--- config.mk ---
export PLATFORM = sky130hd
export DESIGN_NAME = text_command_line_parser_flat
export DESIGN_NICKNAME = d
export VERILOG_FILES = /design/src/sv/tclp_pkg.sv /design/src/sv/tclp_in_if.sv /design/src/sv/tclp_out_if.sv /design/src/sv/tclp_line_parser.sv /design/src/sv/text_command_line_parser.sv /design/src/flat_wrapper.sv
export SDC_FILE = /design/constraint.sdc
export NUM_CORES = 1
export LEC_CHECK = 0
export BUFFER_PORTS_ARGS = -buffer_cell sky130_fd_sc_hd__buf_2
export CORE_MARGIN = 10
export CORE_UTILIZATION = 40
export CTS_BUF_LIST = sky130_fd_sc_hd__clkbuf_8 sky130_fd_sc_hd__clkbuf_16
export DETAILED_ROUTE_END_ITERATION = 12
export GPL_ROUTABILITY_DRIVEN = 1
export SLEW_MARGIN = 20
export SYNTH_ARGS = -nofsm -noshare
export SYNTH_HDL_FRONTEND = slang
export SYNTH_SLANG_ARGS = --single-unit
--- constraint.sdc ---
create_clock -name i_clk -period 5.9 [get_ports i_clk]
set_clock_uncertainty 0.15 [all_clocks]
set_input_delay 1.18 -clock i_clk [delete_from_list [all_inputs] [get_ports i_clk]]
set_output_delay 1.18 -clock i_clk [all_outputs]
set_load 0.02 [all_outputs]
--- src/sv/tclp_pkg.sv ---
// ============================================================================
// tclp_pkg
// Types, codes and verb tables shared by the command line parser modules.
// ============================================================================
package tclp_pkg;

    localparam logic OP_BYTE = 1'b0;
    localparam logic OP_LOSS = 1'b1;

    localparam logic VERDICT_ACCEPT = 1'b0;
    localparam logic VERDICT_REJECT = 1'b1;

    localparam logic [1:0] KIND_PING     = 2'd0;
    localparam logic [1:0] KIND_THROTTLE = 2'd1;
    localparam logic [1:0] KIND_STEER    = 2'd2;
    localparam logic [1:0] KIND_BRAKE    = 2'd3;

    // Parse phases: below PH_SIGN the phase is the position inside the verb.
    localparam logic [4:0] PH_VERB       = 5'd0;
    localparam logic [4:0] PH_SIGN       = 5'd16;
    localparam logic [4:0] PH_NEED_DIGIT = 5'd17;
    localparam logic [4:0] PH_NUMBER     = 5'd18;
    localparam logic [4:0] PH_PING_END   = 5'd19;

    localparam logic [6:0] MAX_MAGNITUDE = 7'd100;

    localparam logic [7:0] PRINT_LOW  = 8'd32;
    localparam logic [7:0] PRINT_HIGH = 8'd126;
    localparam logic [7:0] CHAR_CR    = 8'h0D;
    localparam logic [7:0] CHAR_LF    = 8'h0A;
    localparam logic [7:0] CHAR_MINUS = 8'h2D;
    localparam logic [7:0] CHAR_PLUS  = 8'h2B;
    localparam logic [7:0] CHAR_ZERO  = 8'h30;
    localparam logic [7:0] CHAR_NINE  = 8'h39;
    localparam logic [7:0] CHAR_NONE  = 8'h00;

    typedef struct packed {
        logic              verdict;
        logic [1:0]        command_kind;
        logic signed [7:0] command_value;
    } t_result;

    typedef struct packed {
        logic    emit;
        t_result res;
    } t_step;

    function automatic logic [3:0] verb_len(input logic [1:0] kind);
        logic [3:0] len;
        unique case (kind)
            KIND_PING:     len = 4'd4;
            KIND_THROTTLE: len = 4'd9;
            KIND_STEER:    len = 4'd6;
            KIND_BRAKE:    len = 4'd6;
            default:       len = 4'd0;
        endcase
        return len;
    endfunction

    function automatic logic [7:0] verb_char(input logic [1:0] kind, input logic [3:0] pos);
        logic [7:0] ch;
        ch = CHAR_NONE;
        unique case (kind)
            KIND_PING: begin
                case (pos)
                    4'd0:    ch = "P";
                    4'd1:    ch = "I";
                    4'd2:    ch = "N";
                    4'd3:    ch = "G";
                    default: ch = CHAR_NONE;
                endcase
            end
            KIND_THROTTLE: begin
                case (pos)
                    4'd0:    ch = "T";
                    4'd1:    ch = "H";
                    4'd2:    ch = "R";
                    4'd3:    ch = "O";
                    4'd4:    ch = "T";
                    4'd5:    ch = "T";
                    4'd6:    ch = "L";
                    4'd7:    ch = "E";
                    4'd8:    ch = " ";
                    default: ch = CHAR_NONE;
                endcase
            end
            KIND_STEER: begin
                case (pos)
                    4'd0:    ch = "S";
                    4'd1:    ch = "T";
                    4'd2:    ch = "E";
                    4'd3:    ch = "E";
                    4'd4:    ch = "R";
                    4'd5:    ch = " ";
                    default: ch = CHAR_NONE;
                endcase
            end
            KIND_BRAKE: begin
                case (pos)
                    4'd0:    ch = "B";
                    4'd1:    ch = "R";
                    4'd2:    ch = "A";
                    4'd3:    ch = "K";
                    4'd4:    ch = "E";
                    4'd5:    ch = " ";
                    default: ch = CHAR_NONE;
                endcase
            end
            default: ch = CHAR_NONE;
        endcase
        return ch;
    endfunction

endpackage

--- src/sv/tclp_in_if.sv ---
// ============================================================================
// tclp_in_if
// Input channel: received byte or stream-loss event with valid/ready.
// ============================================================================
interface tclp_in_if;
    logic       valid;
    logic       ready;
    logic       op;
    logic [7:0] data_byte;

    modport source (output valid, output op, output data_byte, input ready);
    modport sink   (input valid, input op, input data_byte, output ready);
endinterface

--- src/sv/tclp_out_if.sv ---
// ============================================================================
// tclp_out_if
// Result channel: verdict, command kind and value with valid/ready.
// ============================================================================
interface tclp_out_if;
    logic              valid;
    logic              ready;
    logic              verdict;
    logic [1:0]        command_kind;
    logic signed [7:0] command_value;

    modport source (output valid, output verdict, output command_kind,
                    output command_value, input ready);
    modport sink   (input valid, input verdict, input command_kind,
                    input command_value, output ready);
endinterface

--- src/sv/tclp_line_parser.sv ---
// ============================================================================
// tclp_line_parser
// Line state and one-byte grammar step; result is combinational per step.
// ============================================================================
module tclp_line_parser #(
    parameter int LINE_BUFFER_SIZE = 64
) (
    input  logic                 i_clk,
    input  logic                 i_rst_n,
    input  logic                 i_step,
    input  logic                 i_op,
    input  logic [7:0]           i_data_byte,
    output tclp_pkg::t_step      o_step
);

    localparam int LEN_W = $clog2(LINE_BUFFER_SIZE);
    localparam logic [LEN_W-1:0] LEN_LAST = LEN_W'(LINE_BUFFER_SIZE - 1);

    logic [LEN_W-1:0] r_len,   n_len;
    logic             r_disc,  n_disc;
    logic [4:0]       r_phase, n_phase;
    logic [1:0]       r_kind,  n_kind;
    logic             r_neg,   n_neg;
    logic [6:0]       r_mag,   n_mag;
    logic             r_bad,   n_bad;

    logic       w_term, w_print, w_digit, w_ok;
    logic [9:0] w_next;
    logic [1:0] w_kind_eff;
    logic       w_letter_ok;
    logic [3:0] w_vlen;
    logic [3:0] w_pos_inc;
    logic [7:0] w_value;

    assign w_term  = (i_data_byte == tclp_pkg::CHAR_CR) || (i_data_byte == tclp_pkg::CHAR_LF);
    assign w_print = (i_data_byte >= tclp_pkg::PRINT_LOW) && (i_data_byte <= tclp_pkg::PRINT_HIGH);
    assign w_digit = (i_data_byte >= tclp_pkg::CHAR_ZERO) && (i_data_byte <= tclp_pkg::CHAR_NINE);
    assign w_next  = ({3'b000, r_mag} << 3) + ({3'b000, r_mag} << 1) + {6'd0, i_data_byte[3:0]};

    always_comb begin
        w_letter_ok = 1'b1;
        w_kind_eff  = r_kind;
        if (r_phase == tclp_pkg::PH_VERB) begin
            priority case (i_data_byte)
                "P":     w_kind_eff = tclp_pkg::KIND_PING;
                "T":     w_kind_eff = tclp_pkg::KIND_THROTTLE;
                "S":     w_kind_eff = tclp_pkg::KIND_STEER;
                "B":     w_kind_eff = tclp_pkg::KIND_BRAKE;
                default: w_letter_ok = 1'b0;
            endcase
        end
    end

    assign w_vlen    = tclp_pkg::verb_len(w_kind_eff);
    assign w_pos_inc = r_phase[3:0] + 4'd1;

    assign w_ok = !r_bad
                  && (r_phase == tclp_pkg::PH_PING_END || r_phase == tclp_pkg::PH_NUMBER)
                  && (r_kind == tclp_pkg::KIND_STEER || !r_neg || r_mag == 7'd0);
    assign w_value = r_neg ? (8'd0 - {1'b0, r_mag}) : {1'b0, r_mag};

    always_comb begin
        n_len   = r_len;
        n_disc  = r_disc;
        n_phase = r_phase;
        n_kind  = r_kind;
        n_neg   = r_neg;
        n_mag   = r_mag;
        n_bad   = r_bad;
        o_step.emit              = 1'b0;
        o_step.res.verdict       = tclp_pkg::VERDICT_REJECT;
        o_step.res.command_kind  = tclp_pkg::KIND_PING;
        o_step.res.command_value = 8'sd0;

        priority if (i_op == tclp_pkg::OP_LOSS || (!w_term && !r_disc
                     && (!w_print || r_len == LEN_LAST))) begin
            n_len   = '0;
            n_phase = tclp_pkg::PH_VERB;
            n_kind  = tclp_pkg::KIND_PING;
            n_neg   = 1'b0;
            n_mag   = 7'd0;
            n_bad   = 1'b0;
            n_disc  = 1'b1;
            o_step.emit = 1'b1;
        end else if (w_term) begin
            if (!r_disc && r_len != '0) begin
                o_step.emit = 1'b1;
                if (w_ok) begin
                    o_step.res.verdict       = tclp_pkg::VERDICT_ACCEPT;
                    o_step.res.command_kind  = r_kind;
                    o_step.res.command_value = w_value;
                end
            end
            n_len   = '0;
            n_phase = tclp_pkg::PH_VERB;
            n_kind  = tclp_pkg::KIND_PING;
            n_neg   = 1'b0;
            n_mag   = 7'd0;
            n_bad   = 1'b0;
            n_disc  = 1'b0;
        end else if (r_disc) begin
            n_disc = 1'b1;
        end else begin
            n_len = r_len + 1'b1;
            if (!r_bad) begin
                priority if (!r_phase[4]) begin
                    if (r_phase == tclp_pkg::PH_VERB && w_letter_ok) begin
                        n_kind = w_kind_eff;
                    end
                    if (!w_letter_ok || r_phase[3:0] >= w_vlen
                        || tclp_pkg::verb_char(w_kind_eff, r_phase[3:0]) != i_data_byte) begin
                        n_bad = 1'b1;
                    end else if (w_pos_inc == w_vlen) begin
                        n_phase = (w_kind_eff == tclp_pkg::KIND_PING) ?
                                  tclp_pkg::PH_PING_END : tclp_pkg::PH_SIGN;
                    end else begin
                        n_phase = {1'b0, w_pos_inc};
                    end
                end else if (r_phase == tclp_pkg::PH_SIGN && i_data_byte == tclp_pkg::CHAR_MINUS) begin
                    n_neg   = 1'b1;
                    n_phase = tclp_pkg::PH_NEED_DIGIT;
                end else if (r_phase == tclp_pkg::PH_SIGN && i_data_byte == tclp_pkg::CHAR_PLUS) begin
                    n_phase = tclp_pkg::PH_NEED_DIGIT;
                end else if ((r_phase == tclp_pkg::PH_SIGN || r_phase == tclp_pkg::PH_NEED_DIGIT
                              || r_phase == tclp_pkg::PH_NUMBER) && w_digit) begin
                    if (w_next > {3'b000, tclp_pkg::MAX_MAGNITUDE}) begin
                        n_bad = 1'b1;
                    end else begin
                        n_mag   = w_next[6:0];
                        n_phase = tclp_pkg::PH_NUMBER;
                    end
                end else begin
                    n_bad = 1'b1;
                end
            end
        end
    end

    always_ff @(posedge i_clk) begin
        if (!i_rst_n) begin
            r_len   <= '0;
            r_disc  <= 1'b0;
            r_phase <= tclp_pkg::PH_VERB;
            r_kind  <= tclp_pkg::KIND_PING;
            r_neg   <= 1'b0;
            r_mag   <= 7'd0;
            r_bad   <= 1'b0;
        end else if (i_step) begin
            r_len   <= n_len;
            r_disc  <= n_disc;
            r_phase <= n_phase;
            r_kind  <= n_kind;
            r_neg   <= n_neg;
            r_mag   <= n_mag;
            r_bad   <= n_bad;
        end
    end

endmodule

--- src/sv/text_command_line_parser.sv ---
// ============================================================================
// text_command_line_parser
// Byte-at-a-time parser for CR/LF-terminated PING/THROTTLE/STEER/BRAKE lines.
// ============================================================================
// One byte or stream-loss event is taken per clock cycle. Each transaction
// lands in an input register, is parsed against the current line state in the
// same cycle it leaves that register, and any verdict is held in a result
// register. The only limit on rate is the result register: while it holds a
// verdict that the sink has not taken, the pipeline stalls; otherwise a new
// transaction is accepted every cycle.
module text_command_line_parser #(
    parameter int LINE_BUFFER_SIZE = 64
) (
    input  logic        i_clk,
    input  logic        i_rst_n,
    tclp_in_if.sink     i_cmd,
    tclp_out_if.source  o_res
);

    logic              r_in_valid;
    logic              r_in_op;
    logic [7:0]        r_in_byte;
    logic              r_out_valid;
    tclp_pkg::t_result r_out;

    logic            w_adv;
    logic            w_step;
    tclp_pkg::t_step w_result;

    assign w_adv       = !r_out_valid || o_res.ready;
    assign w_step      = r_in_valid && w_adv;
    assign i_cmd.ready = !r_in_valid || w_adv;

    tclp_line_parser #(
        .LINE_BUFFER_SIZE (LINE_BUFFER_SIZE)
    ) u_parser (
        .i_clk       (i_clk),
        .i_rst_n     (i_rst_n),
        .i_step      (w_step),
        .i_op        (r_in_op),
        .i_data_byte (r_in_byte),
        .o_step      (w_result)
    );

    always_ff @(posedge i_clk) begin
        if (!i_rst_n) begin
            r_in_valid <= 1'b0;
        end else if (i_cmd.valid && i_cmd.ready) begin
            r_in_valid <= 1'b1;
        end else if (w_step) begin
            r_in_valid <= 1'b0;
        end
    end

    always_ff @(posedge i_clk) begin
        if (i_cmd.valid && i_cmd.ready) begin
            r_in_op   <= i_cmd.op;
            r_in_byte <= i_cmd.data_byte;
        end
    end

    always_ff @(posedge i_clk) begin
        if (!i_rst_n) begin
            r_out_valid <= 1'b0;
        end else if (w_step && w_result.emit) begin
            r_out_valid <= 1'b1;
        end else if (o_res.ready) begin
            r_out_valid <= 1'b0;
        end
    end

    always_ff @(posedge i_clk) begin
        if (w_step && w_result.emit) begin
            r_out <= w_result.res;
        end
    end

    assign o_res.valid         = r_out_valid;
    assign o_res.verdict       = r_out.verdict;
    assign o_res.command_kind  = r_out.command_kind;
    assign o_res.command_value = r_out.command_value;

endmodule
--- src/flat_wrapper.sv ---
// flat-port wrapper written by rule: the top's interface ports become plain ports
module text_command_line_parser_flat 
#(
    parameter int LINE_BUFFER_SIZE = 64
)
  (i_clk, i_rst_n, i_cmd_valid, i_cmd_op, i_cmd_data_byte, i_cmd_ready, o_res_valid, o_res_verdict, o_res_command_kind, o_res_command_value, o_res_ready);
  tclp_in_if i_cmd_i ();
  tclp_out_if o_res_i ();
  input  logic i_clk;
  input  logic i_rst_n;
  input wire logic [$bits(i_cmd_i.valid)-1:0] i_cmd_valid;
  input wire logic [$bits(i_cmd_i.op)-1:0] i_cmd_op;
  input wire logic [$bits(i_cmd_i.data_byte)-1:0] i_cmd_data_byte;
  output wire logic [$bits(i_cmd_i.ready)-1:0] i_cmd_ready;
  output wire logic [$bits(o_res_i.valid)-1:0] o_res_valid;
  output wire logic [$bits(o_res_i.verdict)-1:0] o_res_verdict;
  output wire logic [$bits(o_res_i.command_kind)-1:0] o_res_command_kind;
  output wire logic [$bits(o_res_i.command_value)-1:0] o_res_command_value;
  input wire logic [$bits(o_res_i.ready)-1:0] o_res_ready;
  assign i_cmd_i.valid = i_cmd_valid;
  assign i_cmd_i.op = i_cmd_op;
  assign i_cmd_i.data_byte = i_cmd_data_byte;
  assign i_cmd_ready = i_cmd_i.ready;
  assign o_res_valid = o_res_i.valid;
  assign o_res_verdict = o_res_i.verdict;
  assign o_res_command_kind = o_res_i.command_kind;
  assign o_res_command_value = o_res_i.command_value;
  assign o_res_i.ready = o_res_ready;
  text_command_line_parser #(.LINE_BUFFER_SIZE(LINE_BUFFER_SIZE)) u_core (.i_clk(i_clk), .i_rst_n(i_rst_n), .i_cmd(i_cmd_i), .o_res(o_res_i));
endmodule
==> reports/qor.csv <==
stage,metric,value,unit
cells_and_area,finalNonFillerCells,603,
yosys,synth_area_leaders,"dfxtp_1, edfxtp_1, ha_1, nor2_1, a21oi_1",
cts,htree_levels,2,
sta,min_period,5.52,ns
power,power.density,181,nW/um^2
cells_and_area,fillers,954,
power,leakage,1.64,nW
die,die_area,14100,um^2
power,vdd_drop_max,94.0,uV
detailed_routing,firstDrtPassIters,5,
yosys,synth_top_area_share,16.4,%
worst_setup_path,start_kind,flop,
sta,fmax,181,MHz
sta,finalSetupViolations,0,
worst_setup_path,r2r-start,u_core.u_parser.r_phase[0]$_SDFFE_PN0N_,
worst_setup_path,required,5.95,ns
cts,post_cts_buffers,0,
place,routabilityCongestion,0.993,
place,dp.cells,594,
cts,cts_made_buffers,5,
worst_setup_path,path_max_fanout,9,
die,die_y,119,um
detailed_routing,drtAntennaViolNets,0,
sta,setup_tns,0,ns
yosys,yosysSeqAreaShare,31.8,%
cts,cts_buffer_depth,2,
yosys,async_reset_ff_share,0,%
yosys,yosys-top-cells-count,"nor2_1, a21oi_1, dfxtp_1, nand2_1, ha_1",
cts,ctsResizeCount,0,
yosys,synth_cells,457,
global_route,grt_pass1_wl,16700,um
sta,finalCritPeriodShare,93.6,%
worst_setup_path,r2r_setup_slack,0.38,ns
die,rows,35,
power,p_total,0.000768,W
yosys,ys_seq_elements,52,
cts,cts_sinks,52,
worst_setup_path,timing.setup.critical_path_class,reg -> reg,
yosys,yosysMostFrequentCell,nor2_1,
global_route,grt_usage,14.0,%
cells_and_area,diodes,0,
worst_setup_path,crit_family,simple AND/OR/NAND/NOR gates,
cells_and_area,num-nets-final,512,
worst_setup_path,arrival,5.57,ns
place,port_buffers,25,
die,die_w,119,um
place,dp_hpwl,7770,um
worst_setup_path,startpoint,u_core.u_parser.r_phase[0]$_SDFFE_PN0N_,
cts,cts-root-buf,clkbuf_8,
detailed_routing,viasPerCell,5.88,
yosys,synth_largest_area_cell,dfxtp_1,
cells_and_area,drive_gt1_share,13.3,%
die,io_pins,26,
worst_setup_path,crit_path_end_kind,flop,
detailed_routing,wl_per_cell,16.7,um
sta,relSlewSlack,24.0,%
worst_setup_path,critical_path.slowest_cell,and4_1,
detailed_routing,wl,10100,um
yosys,ys_types,78,
yosys,synthFlopType,dfxtp_1,
die,core_area,9370,um^2
yosys,synth_edf_count,20,
worst_setup_path,path_cells,inv_1 -> ha_1 -> nor4b_2 -> nand4_1 -> nand2_2 -> clkinv_2 -> nand2_2 -> inv_1 -> ha_1 -> nand2b_1 -> a211oi_1 -> o22ai_1 -> a2111oi_2 -> o2111ai_1 -> nor4b_1 -> and4_1 -> o2111ai_2 -> o221a_4 -> xnor2_1 -> o31a_1,
cts,path_clk_slew,0.10,ns
worst_setup_path,slowest_delay,0.50,ns
sta,rsz0062_at_grt,false,
yosys,syn_area,3900,um^2
yosys,syn-num-nets,496,
sta,worst_pin_slew,1.12,ns
detailed_routing,via_count,3543,
detailed_routing,drcViolationCount,0,
die,start_util,41.7,%
yosys,ys_warn_count,0,
cts,cts_tree,done,
worst_setup_path,crit_buf_inv,3,
sta,drv_slew,0,
global_route,antenna_found_initial,0,
worst_hold_path,hold_path_startpoint,u_core.u_parser.r_len[1]$_SDFFE_PN0P_,
place,dp_slack,0.499,ns
cts,clk_latency,0.31,ns
cts,postCtsHoldBufs,0,
worst_hold_path,hp-class,reg -> reg,
detailed_routing,drt_iter0_drc,371,
cells_and_area,syn2layout_area_growth,8.43,%
status,status,"complete, no violations",
run,max_cap_viol_count,0,
global_route,grt_max_degree,18,
sta,finalHoldViolations,0,
global_route,grt_overflow,0,
yosys,avgSynthCellArea,8.54,um^2
sta,fin_ws,0.378,ns
global_route,grt_pass1_vias,3257,
-- cell families (layout without fill, tap and decap cells) --
kind of cell               Yosys count  after routing  synth area share (%)
AOI/OAI and AO/OA                  120            120                  21.8
xor gates and xnor gates            16             16                  3.59
adders and majority gates           26             26                  8.72
buffers and inverters               46             63                  5.26
DFF                                 52             52                  31.8
muxes                                6              6                  1.89
and+or+nand+nor                    191            191                  27.0
-- cell usage in the layout, fill, tap and decap left out, types with 4 or more instances in the layout --
master	Yosys	final
nor2_1	54	54
a21oi_1	34	34
nand2_1	32	32
dfxtp_1	32	32
buf_2	7	25
ha_1	24	24
inv_1	23	23
o21ai_0	23	23
edfxtp_1	20	20
nor3_1	15	15
nand3_1	14	14
nand4_1	10	10
xor2_1	10	10
nor2b_1	8	8
and2_1	6	6
xnor2_1	6	6
a21o_1	6	6
nor3b_1	5	5
a31oi_1	5	5
or2_2	5	5
a211oi_1	5	5
o31ai_1	5	5
clkbuf_8	0	5
buf_4	0	5
nand2b_1	4	4
nor4b_1	4	4
and4b_1	4	4
mux2i_1	4	4
a2111oi_0	4	4
o31a_1	4	4
or3_1	4	4
-- worst min-delay path: stages, from the launching register on --
cell     delay [ns]
dfxtp_1        0.34
nand2_1        0.06
a21oi_1        0.05
-- path summary, 6_finish.rpt --
path | endpoint | cells after the start
setup / recovery | flop | 20
hold / removal | u_core.u_parser.r_len[1]$_SDFFE_PN0P_ | 2
setup reg to reg | flop | 20
hold reg to reg | u_core.u_parser.r_len[1]$_SDFFE_PN0P_ | 2
-- area by class of cell --
| class | instances | area [um^2] | area share, % |
|---|---|---|---|
| Multi-Input combinational cell | 359 | 2460 | 58.1 |
| Sequential cell | 52 | 1240 | 29.3 |
| Timing Repair Buffer | 30 | 163 | 3.84 |
| Tap cell | 129 | 161 | 3.81 |
| Inverter | 25 | 95.1 | 2.25 |
| Clock buffer | 5 | 68.8 | 1.63 |
| Clock inverter | 3 | 46.3 | 1.09 |
-- power by group --
group / leakage [nW] / switching [W] / internal [W]
Clock: 0.0548 / 0.000125 / 0.000128
Sequential: 0.450 / 0.0000188 / 0.000385
Combinational: 1.13 / 0.0000667 / 0.0000451
-- per-stage QoR --
stage / utilization, % / area [um^2] / hold slack [ns]
6_report: 45.2 / 4230 / 0.340
5_1_grt: 45.2 / 4230 / 0.377
4_1_cts: 45.1 / 4230 / 0.343
3_5_place_dp: 43.9 / 4110 / 0.329
3_3_place_gp: 43.9 / 4110 / 0.323
2_1_floorplan: - / 3900 / 0.312
-- per-layer routing --
layer,vias up,track usage (%),wire (um)
li1,1724,-,-
met1,1637,19.0,4710
met2,151,20.6,4340
met3,31,2.95,698
met4,0,6.18,340
met5,-,0,0
(Power assumes the default switching activity.)
